<file path="src/design/pf_pkg.sv">
// ----------------------------------------------------------------------------
// pf_pkg: shared types and constants for the prime factorizer
// Widths, the command and status bundles between controller and datapath.
// ----------------------------------------------------------------------------
package pf_pkg;

  // Width of the value to factor and of each factor
  localparam int VALUE_BITS   = 31;
  // Trial divisors stay below sqrt(2^VALUE_BITS) + 2
  localparam int DIV_BITS     = VALUE_BITS / 2 + 1;
  localparam int SQ_BITS      = 2 * DIV_BITS;
  localparam int STEP_BITS    = $clog2(VALUE_BITS);
  // Results kept per input value
  localparam int RESULT_CAP   = 30;
  localparam int COUNT_BITS   = $clog2(RESULT_CAP + 1);

  typedef logic [VALUE_BITS-1:0] value_t;
  typedef logic [DIV_BITS-1:0]   divisor_t;
  typedef logic [SQ_BITS-1:0]    square_t;
  typedef logic [COUNT_BITS-1:0] count_t;

  localparam value_t   FIRST_PRIME = VALUE_BITS'(2);
  localparam divisor_t FIRST_ODD   = DIV_BITS'(3);
  localparam divisor_t DIV_STRIDE  = DIV_BITS'(2);
  localparam square_t  FIRST_SQ    = SQ_BITS'(9);
  // (d + 2)^2 - d^2 = 4d + 4
  localparam square_t  SQ_STEP     = SQ_BITS'(4);
  localparam count_t   CAP_COUNT   = COUNT_BITS'(RESULT_CAP);
  localparam count_t   CAP_LAST    = COUNT_BITS'(RESULT_CAP - 1);

  // Source of a newly found factor
  typedef enum logic [1:0] {
    FOUND_TWO   = 2'd0,
    FOUND_TRIAL = 2'd1,
    FOUND_REM   = 2'd2
  } pf_found_sel_e;

  // Controller to datapath
  typedef struct packed {
    logic          load;       // take a new value, reset the run
    logic          halve;      // divide remaining by two
    logic          div_start;  // launch remaining / trial divisor
    logic          take_quot;  // remaining <= quotient
    logic          step_trial; // advance to the next odd divisor
    logic          found;      // record a factor, push the held one
    pf_found_sel_e found_sel;
    logic          flush;      // push the held factor as the last one
  } pf_cmd_t;

  // Datapath to controller
  typedef struct packed {
    logic value_lt2;    // input value has no prime factors
    logic rem_even;
    logic rem_gt2;
    logic sq_gt_rem;    // trial divisor squared exceeds remaining
    logic div_busy;
    logic div_rem_zero;
    logic out_free;     // output register can take a transaction
  } pf_status_t;

endpackage

</file>
<file path="src/design/pf_value_if.sv">
// ----------------------------------------------------------------------------
// pf_value_if: input channel of the prime factorizer
// Valid/ready handshake carrying one value to factor.
// ----------------------------------------------------------------------------
interface pf_value_if;
  logic            valid;
  logic            ready;
  pf_pkg::value_t  value;

  modport source (output valid, output value, input ready);
  modport sink   (input valid, input value, output ready);
endinterface

</file>
<file path="src/design/pf_factor_if.sv">
// ----------------------------------------------------------------------------
// pf_factor_if: output channel of the prime factorizer
// Valid/ready handshake carrying one prime factor and its last flag.
// ----------------------------------------------------------------------------
interface pf_factor_if;
  logic            valid;
  logic            ready;
  pf_pkg::value_t  factor;
  logic            last;

  modport source (output valid, output factor, output last, input ready);
  modport sink   (input valid, input factor, input last, output ready);
endinterface

</file>
<file path="src/design/pf_div.sv">
// ----------------------------------------------------------------------------
// pf_div: bit-serial restoring divider
// One quotient bit per cycle while busy.
// ----------------------------------------------------------------------------
module pf_div (
  input  logic                clk_i,
  input  logic                rst_ni,
  input  logic                start_i,
  input  pf_pkg::value_t      dividend_i,
  input  pf_pkg::divisor_t    divisor_i,
  output logic                busy_o,
  output pf_pkg::value_t      quot_o,
  output pf_pkg::divisor_t    rem_o
);

  logic                              busy_q, busy_d;
  logic [pf_pkg::STEP_BITS-1:0]      step_q, step_d;
  pf_pkg::value_t                    num_q, num_d;
  pf_pkg::divisor_t                  part_q, part_d;
  pf_pkg::divisor_t                  dsr_q, dsr_d;
  logic [pf_pkg::DIV_BITS:0]         trial_rem;
  logic                              fits;

  // Shift in the next dividend bit and try a subtraction
  assign trial_rem = {part_q, num_q[pf_pkg::VALUE_BITS-1]};
  assign fits      = trial_rem >= {1'b0, dsr_q};

  always_comb begin
    busy_d = busy_q;
    step_d = step_q;
    num_d  = num_q;
    part_d = part_q;
    dsr_d  = dsr_q;
    if (start_i) begin
      busy_d = 1'b1;
      step_d = pf_pkg::STEP_BITS'(pf_pkg::VALUE_BITS - 1);
      num_d  = dividend_i;
      part_d = '0;
      dsr_d  = divisor_i;
    end else if (busy_q) begin
      num_d = {num_q[pf_pkg::VALUE_BITS-2:0], fits};
      if (fits) begin
        part_d = pf_pkg::DIV_BITS'(trial_rem - {1'b0, dsr_q});
      end else begin
        part_d = trial_rem[pf_pkg::DIV_BITS-1:0];
      end
      step_d = step_q - 1'b1;
      if (step_q == '0) begin
        busy_d = 1'b0;
      end
    end
  end

  // Control state
  always_ff @(posedge clk_i or negedge rst_ni) begin
    if (!rst_ni) begin
      busy_q <= 1'b0;
    end else begin
      busy_q <= busy_d;
    end
  end

  // Operand and result registers
  always_ff @(posedge clk_i) begin
    step_q <= step_d;
    num_q  <= num_d;
    part_q <= part_d;
    dsr_q  <= dsr_d;
  end

  assign busy_o = busy_q;
  assign quot_o = num_q;
  assign rem_o  = part_q;

endmodule

</file>
<file path="src/design/pf_dp.sv">
// ----------------------------------------------------------------------------
// pf_dp: prime factorizer datapath
// Remaining value, trial divisor and its square, held factor, output register.
// ----------------------------------------------------------------------------
module pf_dp (
  input  logic                clk_i,
  input  logic                rst_ni,
  input  pf_pkg::pf_cmd_t     cmd_i,
  output pf_pkg::pf_status_t  status_o,
  input  pf_pkg::value_t      value_i,
  input  logic                out_ready_i,
  output logic                out_valid_o,
  output pf_pkg::value_t      out_factor_o,
  output logic                out_last_o
);

  pf_pkg::value_t    rem_q, rem_d;
  pf_pkg::divisor_t  trial_q, trial_d;
  pf_pkg::square_t   sq_q, sq_d;
  pf_pkg::value_t    pend_q, pend_d;
  logic              pend_valid_q, pend_valid_d;
  pf_pkg::count_t    count_q, count_d;
  logic              out_valid_q, out_valid_d;
  pf_pkg::value_t    out_factor_q, out_factor_d;
  logic              out_last_q, out_last_d;

  pf_pkg::value_t    found_val;
  pf_pkg::value_t    div_dividend;
  pf_pkg::value_t    quot;
  pf_pkg::divisor_t  div_rem;
  logic              div_busy;
  logic              push;
  logic              push_keep;

  // Divider: a repeat division by the same divisor starts from the quotient
  assign div_dividend = cmd_i.take_quot ? quot : rem_q;

  pf_div u_div (
    .clk_i      (clk_i),
    .rst_ni     (rst_ni),
    .start_i    (cmd_i.div_start),
    .dividend_i (div_dividend),
    .divisor_i  (trial_q),
    .busy_o     (div_busy),
    .quot_o     (quot),
    .rem_o      (div_rem)
  );

  // Select the factor just found
  always_comb begin
    unique case (cmd_i.found_sel)
      pf_pkg::FOUND_TWO:   found_val = pf_pkg::FIRST_PRIME;
      pf_pkg::FOUND_TRIAL: found_val = pf_pkg::VALUE_BITS'(trial_q);
      pf_pkg::FOUND_REM:   found_val = rem_q;
      default:             found_val = rem_q;
    endcase
  end

  // Push the held factor on a new find or at the end; drop past the cap
  assign push      = (cmd_i.found && pend_valid_q) || cmd_i.flush;
  assign push_keep = push && (count_q < pf_pkg::CAP_COUNT);

  always_comb begin
    rem_d        = rem_q;
    trial_d      = trial_q;
    sq_d         = sq_q;
    pend_d       = pend_q;
    pend_valid_d = pend_valid_q;
    count_d      = count_q;
    out_valid_d  = out_valid_q;
    out_factor_d = out_factor_q;
    out_last_d   = out_last_q;

    // Run setup
    if (cmd_i.load) begin
      rem_d        = value_i;
      trial_d      = pf_pkg::FIRST_ODD;
      sq_d         = pf_pkg::FIRST_SQ;
      pend_valid_d = 1'b0;
      count_d      = '0;
    end

    // Reduce remaining
    if (cmd_i.halve) begin
      rem_d = rem_q >> 1;
    end
    if (cmd_i.take_quot) begin
      rem_d = quot;
    end

    // Advance trial divisor and its square together
    if (cmd_i.step_trial) begin
      trial_d = trial_q + pf_pkg::DIV_STRIDE;
      sq_d    = sq_q + pf_pkg::SQ_BITS'({trial_q, 2'b00}) + pf_pkg::SQ_STEP;
    end

    // Hold the newest factor back so the final one can be marked
    if (cmd_i.found) begin
      pend_d       = found_val;
      pend_valid_d = 1'b1;
    end
    if (cmd_i.flush) begin
      pend_valid_d = 1'b0;
    end

    // Output register
    if (out_valid_q && out_ready_i) begin
      out_valid_d = 1'b0;
    end
    if (push_keep) begin
      out_valid_d  = 1'b1;
      out_factor_d = pend_q;
      out_last_d   = cmd_i.flush || (count_q == pf_pkg::CAP_LAST);
      count_d      = count_q + 1'b1;
    end
  end

  // Control state
  always_ff @(posedge clk_i or negedge rst_ni) begin
    if (!rst_ni) begin
      pend_valid_q <= 1'b0;
      count_q      <= '0;
      out_valid_q  <= 1'b0;
    end else begin
      pend_valid_q <= pend_valid_d;
      count_q      <= count_d;
      out_valid_q  <= out_valid_d;
    end
  end

  // Payload registers
  always_ff @(posedge clk_i) begin
    rem_q        <= rem_d;
    trial_q      <= trial_d;
    sq_q         <= sq_d;
    pend_q       <= pend_d;
    out_factor_q <= out_factor_d;
    out_last_q   <= out_last_d;
  end

  // Status back to the controller
  assign status_o.value_lt2    = value_i < pf_pkg::FIRST_PRIME;
  assign status_o.rem_even     = !rem_q[0];
  assign status_o.rem_gt2      = rem_q > pf_pkg::FIRST_PRIME;
  assign status_o.sq_gt_rem    = sq_q > pf_pkg::SQ_BITS'(rem_q);
  assign status_o.div_busy     = div_busy;
  assign status_o.div_rem_zero = div_rem == '0;
  assign status_o.out_free     = !out_valid_q || out_ready_i;

  assign out_valid_o  = out_valid_q;
  assign out_factor_o = out_factor_q;
  assign out_last_o   = out_last_q;

endmodule

</file>
<file path="src/design/pf_ctrl.sv">
// ----------------------------------------------------------------------------
// pf_ctrl: prime factorizer controller
// Sequences halving, trial division, the final prime and the last-flag flush.
// ----------------------------------------------------------------------------
module pf_ctrl (
  input  logic                clk_i,
  input  logic                rst_ni,
  input  logic                in_valid_i,
  output logic                in_ready_o,
  input  pf_pkg::pf_status_t  status_i,
  output pf_pkg::pf_cmd_t     cmd_o
);

  typedef enum logic [5:0] {
    S_IDLE  = 6'b000001,
    S_TWO   = 6'b000010,
    S_CHECK = 6'b000100,
    S_DIV   = 6'b001000,
    S_LAST  = 6'b010000,
    S_FLUSH = 6'b100000
  } pf_state_e;

  pf_state_e state_q, state_d;

  always_comb begin
    state_d          = state_q;
    in_ready_o       = 1'b0;
    cmd_o            = '0;
    cmd_o.found_sel  = pf_pkg::FOUND_TWO;
    unique case (state_q)
      // Take a value; one without prime factors is dropped
      S_IDLE: begin
        in_ready_o = 1'b1;
        if (in_valid_i && !status_i.value_lt2) begin
          cmd_o.load = 1'b1;
          state_d    = S_TWO;
        end
      end
      // Divide out every factor two
      S_TWO: begin
        if (status_i.rem_even) begin
          if (status_i.out_free) begin
            cmd_o.found     = 1'b1;
            cmd_o.found_sel = pf_pkg::FOUND_TWO;
            cmd_o.halve     = 1'b1;
          end
        end else begin
          state_d = S_CHECK;
        end
      end
      // Stop trial division once the divisor squared exceeds the rest
      S_CHECK: begin
        if (status_i.sq_gt_rem) begin
          state_d = S_LAST;
        end else begin
          cmd_o.div_start = 1'b1;
          state_d         = S_DIV;
        end
      end
      // Divide again on a hit, else move to the next odd divisor
      S_DIV: begin
        if (!status_i.div_busy) begin
          if (status_i.div_rem_zero) begin
            if (status_i.out_free) begin
              cmd_o.found     = 1'b1;
              cmd_o.found_sel = pf_pkg::FOUND_TRIAL;
              cmd_o.take_quot = 1'b1;
              cmd_o.div_start = 1'b1;
            end
          end else begin
            cmd_o.step_trial = 1'b1;
            state_d          = S_CHECK;
          end
        end
      end
      // A rest above two is the largest prime
      S_LAST: begin
        if (!status_i.rem_gt2) begin
          state_d = S_FLUSH;
        end else if (status_i.out_free) begin
          cmd_o.found     = 1'b1;
          cmd_o.found_sel = pf_pkg::FOUND_REM;
          state_d         = S_FLUSH;
        end
      end
      // Emit the held factor marked as last
      S_FLUSH: begin
        if (status_i.out_free) begin
          cmd_o.flush = 1'b1;
          state_d     = S_IDLE;
        end
      end
      default: begin
        state_d = S_IDLE;
      end
    endcase
  end

  always_ff @(posedge clk_i or negedge rst_ni) begin
    if (!rst_ni) begin
      state_q <= S_IDLE;
    end else begin
      state_q <= state_d;
    end
  end

endmodule

</file>
<file path="src/design/prime_factorizer_core.sv">
// ----------------------------------------------------------------------------
// prime_factorizer_core: trial-division prime factorization, one value at a time
// Steps: one halving per factor two, one run of the 31-step divider per odd trial divisor.
// One value per run, the next taken only back in idle; worst case about 23000 divisors.
// Reset: asynchronous, clears controller, valid flags and result count; no sweep.
// ----------------------------------------------------------------------------
module prime_factorizer_core (
  input  logic          clk_i,
  input  logic          rst_ni,
  pf_value_if.sink      in_i,
  pf_factor_if.source   out_o
);

  pf_pkg::pf_cmd_t     cmd;
  pf_pkg::pf_status_t  status;
  logic                in_ready;

  pf_ctrl u_ctrl (
    .clk_i      (clk_i),
    .rst_ni     (rst_ni),
    .in_valid_i (in_i.valid),
    .in_ready_o (in_ready),
    .status_i   (status),
    .cmd_o      (cmd)
  );

  pf_dp u_dp (
    .clk_i        (clk_i),
    .rst_ni       (rst_ni),
    .cmd_i        (cmd),
    .status_o     (status),
    .value_i      (in_i.value),
    .out_ready_i  (out_o.ready),
    .out_valid_o  (out_o.valid),
    .out_factor_o (out_o.factor),
    .out_last_o   (out_o.last)
  );

  assign in_i.ready = in_ready;

`ifndef SYNTHESIS
  // A new value is taken only with the divider idle
  a_ready_div_idle: assert property (@(posedge clk_i) disable iff (!rst_ni)
    in_ready |-> !status.div_busy)
    else $error("input ready while divider busy");

  // A started division is running on the next cycle
  a_div_starts: assert property (@(posedge clk_i) disable iff (!rst_ni)
    cmd.div_start |=> status.div_busy)
    else $error("division start not taken");

  // Factors are pushed only into a free output register
  a_push_free: assert property (@(posedge clk_i) disable iff (!rst_ni)
    (cmd.found || cmd.flush) |-> status.out_free)
    else $error("factor pushed into a full output register");
`endif

endmodule
</file>
<file path="src/flat_wrapper.sv">
// flat-port wrapper written by rule: the top's interface ports become plain ports
module prime_factorizer_core_flat 
  (clk_i, rst_ni, in_i_valid, in_i_value, in_i_ready, out_o_valid, out_o_factor, out_o_last, out_o_ready);
  pf_value_if in_i_i ();
  pf_factor_if out_o_i ();
  input  logic clk_i;
  input  logic rst_ni;
  input wire logic [$bits(in_i_i.valid)-1:0] in_i_valid;
  input wire logic [$bits(in_i_i.value)-1:0] in_i_value;
  output wire logic [$bits(in_i_i.ready)-1:0] in_i_ready;
  output wire logic [$bits(out_o_i.valid)-1:0] out_o_valid;
  output wire logic [$bits(out_o_i.factor)-1:0] out_o_factor;
  output wire logic [$bits(out_o_i.last)-1:0] out_o_last;
  input wire logic [$bits(out_o_i.ready)-1:0] out_o_ready;
  assign in_i_i.valid = in_i_valid;
  assign in_i_i.value = in_i_value;
  assign in_i_ready = in_i_i.ready;
  assign out_o_valid = out_o_i.valid;
  assign out_o_factor = out_o_i.factor;
  assign out_o_last = out_o_i.last;
  assign out_o_i.ready = out_o_ready;
  prime_factorizer_core u_core (.clk_i(clk_i), .rst_ni(rst_ni), .in_i(in_i_i), .out_o(out_o_i));
endmodule
</file>
<file path="config.mk">
export PLATFORM = sky130hd
export DESIGN_NAME = prime_factorizer_core_flat
export DESIGN_NICKNAME = d
export VERILOG_FILES = /design/src/design/pf_pkg.sv /design/src/design/pf_value_if.sv /design/src/design/pf_factor_if.sv /design/src/design/pf_div.sv /design/src/design/pf_dp.sv /design/src/design/pf_ctrl.sv /design/src/design/prime_factorizer_core.sv /design/src/flat_wrapper.sv
export SDC_FILE = /design/constraint.sdc
export NUM_CORES = 1
export LEC_CHECK = 0
export ABC_AREA = 1
export BUFFER_PORTS_ARGS = -buffer_cell sky130_fd_sc_hd__buf_4
export CORE_MARGIN = 2
export CORE_UTILIZATION = 62
export DETAILED_ROUTE_END_ITERATION = 16
export PLACE_DENSITY = 0.88
export RECOVER_POWER = 100
export SKIP_CTS_REPAIR_TIMING = 1
export SYNTH_ARGS = -nofsm -noshare
export SYNTH_HDL_FRONTEND = slang
export SYNTH_HIERARCHICAL = 1
export SYNTH_SLANG_ARGS = --single-unit
</file>
<file path="constraint.sdc">
create_clock -name clk_i -period 4.9 [get_ports clk_i]
set_clock_uncertainty 0.1 [all_clocks]
set_input_delay 0.49 -clock clk_i [delete_from_list [all_inputs] [get_ports clk_i]]
set_output_delay 0.49 -clock clk_i [all_outputs]
set_load 0.02 [all_outputs]
</file>
# After elaboration in Yosys (flattened, before gate mapping)
# Cells that the tools add are included.
[totals]
ff_bits = 224
in_bits = 35
out_inout_bits = 34
[classes]
n_addsub = 6
n_lt_le_gt_ge = 5
eq_ne = 15
mux = 52
n_reduce_logical = 20
[ops]
columns = ["operator", "n"]
rows = [
  ["31-bit two-way mux", 6],
  ["32-bit two-way mux", 2],
  ["31-bit one-hot mux with 2 select lines", 1],
  ["16-bit two-way mux", 3],
  ["6-bit two-way mux", 8],
  ["6-bit one-hot mux with 6 select lines", 1],
  ["32-bit by 18-bit adder with 32-bit output", 1],
  ["32-bit by 3-bit adder with 32-bit output (second input constant)", 1],
  ["32-bit by 31-bit > comparator with 1-bit output", 1],
  ["31-bit by 2-bit > comparator with 1-bit output (second input constant)", 1],
  ["31-bit by 2-bit < comparator with 1-bit output (second input constant)", 1],
  ["3-bit two-way mux", 6],
  ["17-bit by 16-bit greater-or-equal comparator with 1-bit output", 1],
  ["1-bit two-way mux", 17],
  ["16-bit by 2-bit adder with 16-bit output (second input constant)", 1],
  ["16-bit logical NOT", 1],
  ["16-bit subtractor", 1],
  ["5-bit two-way mux", 3],
  ["2-bit inequality test (second input constant)", 5],
  ["3-bit one-hot mux with 3 select lines", 1],
  ["2-bit nonzero test", 4],
  ["6-bit by 1-bit equality test with 1-bit output (second input constant)", 1],
  ["6-bit by 2-bit equality test with 1-bit output (second input constant)", 1],
  ["6-bit by 3-bit equality test with 1-bit output (second input constant)", 1],
  ["other kinds (20)", 29],
]

# Logic depth before layout (Yosys ltp)
[logic_depth]
depth_word = 10
ltp_mapped = 19
mapped_depth_nobuf = 18

# Modules after synthesis
# The synthesis kept the hierarchy.
[modules_own_cells]
columns = ["module", "n_inst", "cells_per_inst", "area_each_um2", "seq_area_each_um2"]
rows = [
  ["pf_dp", 1, 1059, 8828.5, 4319.1],
  ["pf_div", 1, 484, 3871.2, 1856.8],
  ["pf_ctrl", 1, 74, 516.7, 151.4],
]

# Worst setup path after synthesis
# OpenSTA, ideal clock, no wires.
[synth_timing]
path_kind = "flip-flop to flip-flop"
startpoint = "reg u_core.u_dp.u_div.part_q[1] (netlist: u_core/u_dp/u_div/rem_o[1])"
endpoint = "reg u_core.u_dp.count_q[2]"
setup_time_ns = 0.101
t_arrival_ns = 3.860
required_time_ns = 4.699
setup_slack_ns = 0.839
path_stages_with_launch = 10
cell_sequence = "dfxtp_1 -> nor4_1 -> nand2_1 -> nor2_1 -> nand4_4 -> nand3_2 -> nand2_1 -> a21oi_1 -> inv_1 -> o31ai_1"
[synth_lines]
columns = ["element", "line_no", "source"]
rows = [
  ["start, declared", "pf_div.sv:19", "pf_pkg::divisor_t part_q, part_d;"],
  ["start signal, assigned", "pf_div.sv:67", "part_q <= part_d;"],
  ["end signal, assigned", "pf_dp.sv:126", "count_q <= count_d;"],
  ["end, declared", "pf_dp.sv:22", "pf_pkg::count_t count_q, count_d;"],
]

==> metrics.cfg <==
[critical_path]
reg2reg_to=u_core/u_dp/rem_q[24]
arrival_ps=4220
reg2reg_depth=8
end_kind=flop
path_max_fanout=61
rrSetupSlack_ps=700
crit_type=flop to flop
critPathRequiredTime_ps=4920
startpoint_type=flop
timing.rr.start=u_core/u_ctrl/state_q[4]

[layout]
final_net_count=1799
most-common-layout-cells=498 x nand2_1, 247 x inv_1, 185 x edfxtp_1
multiInputGateArea_um2=5720
diodes=0
final_layout_size_suffix_gt1_share_pct=7.29
final_util_pct=69.4
seq_area_um2=6330
area_growth_pct=10.1
layout_commonest_cell=nand2_1
nFillCells=1609

[synthesis]
async_reset_ff_share_pct=6.36
yosysTopAreaCell=edfxtp_1
syn_area_per_cell_um2=8.17
netlist_area_um2=13200
yosysTopAreaCellShare_pct=42.0
ys_seq_elements=220
yosysSeqAreaShare_pct=47.9
ys_top_cells_by_area=edfxtp_1 42%, nand2_1 14%, ha_1 7.4%
synth_warnings=6
syn_inst=1617
synthesis.nets=1732
ys_types=51
synth_edf_count=185
synth_ff_type=edfxtp_1

[sta]
hold_viol_final=0
fin_crit_ps=4200
slew_headroom_pct=-33.3
fmax_ghz=0.238
rsz0062_at_grt=no
worstMarginPinSlew_ps=2000
fin_crit_sh_pct=85.7
fin_setup_tns_ps=0
report.final.slew_viol_count=145
setup_viol=0

[clock_tree]
cts_buffers=24
cts_buffer_depth=3
cts.sinks=220
clk_latency_ps=520
htreeDepth=1
clockRootBuffer=clkbuf_16
clkTransAtPathRegs_ps=70
cts_tree=done

[die]
die_h_um=150
fp.coreArea_um2=21000
die_w_um=150
ios=69
start_util_pct=63.1
dieArea_um2=22500
row_count=53

[global_routing]
grt_pass1_wl_um=54500
first_global_vias=11100
antenna_found_initial=0
overflow=0
grt_max_degree=93
grt_use_total_pct=30.7

[power_and_ir_drop]
power_density_nw_per_um2=540
peakVddDrop_uv=248
p_leak_nw=6.68

[outcome]
status=finished with violations
violations=max-capacitance violations, max-slew violations

[route]
viasPerCell=5.90
first_iter_violations=1398
dr.pass1.iters=6
drcViolationCount=0
via_count=11700
ant_nets=0
finalWirelength_um=34800
wire_per_inst_um=17.6

[flow_run]
max-cap-violations=3

[min_path]
worstHoldPathCells=3
min_from=in_i_value[27]
worstHoldPathType=primary input to flop
holdPathEnd=u_core/u_dp/rem_q[27]

[place]
portBuffers=68
gp_congestion=0.964
dp.final_hpwl_um=24700

routing by layer:
metal / part of all wire, % / global-route usage (%)
met1: 38 / 40.8
met2: 46 / 50.3
met3: 12 / 5.34
met4: 3.9 / 12.3
met5: 0 / 0
cells in the mapped netlist (all sizes together) (2+ instances only):
cell type and n:
or2 4, clkbuf 22, nand3 98, nor2 119
o21bai 2, clkinv 2, xnor2 7, nand4 24
a21oi 88, nor4 13, nor3 19, o21ai 104
fa 2, buf 15, xor2 4, inv 254
nand3b 7, edfxtp 185, o21a 4, nand2 509
dfxtp 21, ha 78, dfrtp 13, o22ai 15
report_power, final:
| part | switching, mW | total [mW] | internal [mW] |
|---|---|---|---|
| clock network | 0.742 | 1.73 | 0.990 |
| logic | 2.12 | 3.08 | 0.958 |
| registers | 0.364 | 3.04 | 2.68 |
metrics by stage:
| stage | total power, mW | setup slack (ps) | instances | cell area (um^2) | hold slack [ps] |
|---|---|---|---|---|---|
| 6_report | 7.85 | 701 | 1977 | 14600 | 182 |
| 5_1_grt | 8.31 | 447 | 1977 | 14600 | 189 |
| 4_1_cts | 7.81 | 1070 | 1976 | 14800 | -283 |
| 3_5_place_dp | 6.04 | 1100 | 1932 | 14000 | 254 |
| 3_3_place_gp | 5.91 | 1290 | 1932 | 14000 | 252 |
| 2_1_floorplan | 5.19 | 839 | 1617 | 13200 | 94.4 |
critical path, stage by stage (launching register included):
cell and delay [ps]:
dfrtp_1 420, nor2_1 420, nand4_1 270, or2_2 350
inv_1 60, buf_4 460, nor2_1 180, nand2_1 490
clkbuf_1 1040
how the worst max path moves through the flow:
stage / slack [ps] / startpoint / cells past startpoint / endpoint
6_report: 700 / u_core/u_ctrl/state_q[4] / 8 / u_core/u_dp/rem_q[24]
5_1_grt: 450 / u_core/u_ctrl/state_q[5] / 11 / u_core/u_dp/count_q[1]
4_1_cts: 1070 / u_core/u_dp/rem_q[30] / 15 / u_core/u_dp/u_div/rem_o[4]
3_5_place_dp: 1100 / u_core/u_dp/rem_q[30] / 15 / u_core/u_dp/u_div/rem_o[4]
3_3_place_gp: 1290 / u_core/u_dp/sq_q[30] / 13 / u_core/u_dp/u_div/quot_o[22]
2_1_floorplan: 840 / u_core/u_dp/u_div/rem_o[1] / 9 / u_core/u_dp/count_q[2]
cells by family after synthesis:
| group | Yosys count | synth area share, % |
|---|---|---|
| simple gates | 793 | 26.5 |
| buf+inv | 293 | 8.51 |
| flops | 220 | 47.9 |
| compound gates | 219 | 8.71 |
| fa+ha+maj | 80 | 7.69 |
| xor+xnor | 11 | 0.729 |
| other cells | 1 | 0.0284 |
cell type report:
cell class | count | area share, %
Multi-Input combinational cell | 1104 | 39.3
Inverter | 256 | 6.60
Sequential cell | 220 | 43.5
Tap cell | 275 | 2.36
Clock inverter | 11 | 0.499
Timing Repair Buffer | 78 | 3.02
Clock buffer | 33 | 4.72
flip-flops by register name (all words and copies together) (netlist names), 5 cells and up:
signal and count:
u_core/u_dp/pend_q 31, u_core/u_dp/out_factor_o 31, u_core/u_dp/u_div/quot_o 31, u_core/u_dp/u_div/step_q 5
u_core/u_dp/sq_q 29, u_core/u_dp/trial_q 15, u_core/u_dp/count_q 5, u_core/u_dp/u_div/rem_o 16
u_core/u_ctrl/state_q 6, u_core/u_dp/u_div/dsr_q 16, u_core/u_dp/rem_q 31
Power figures use the tool's default switching activity.
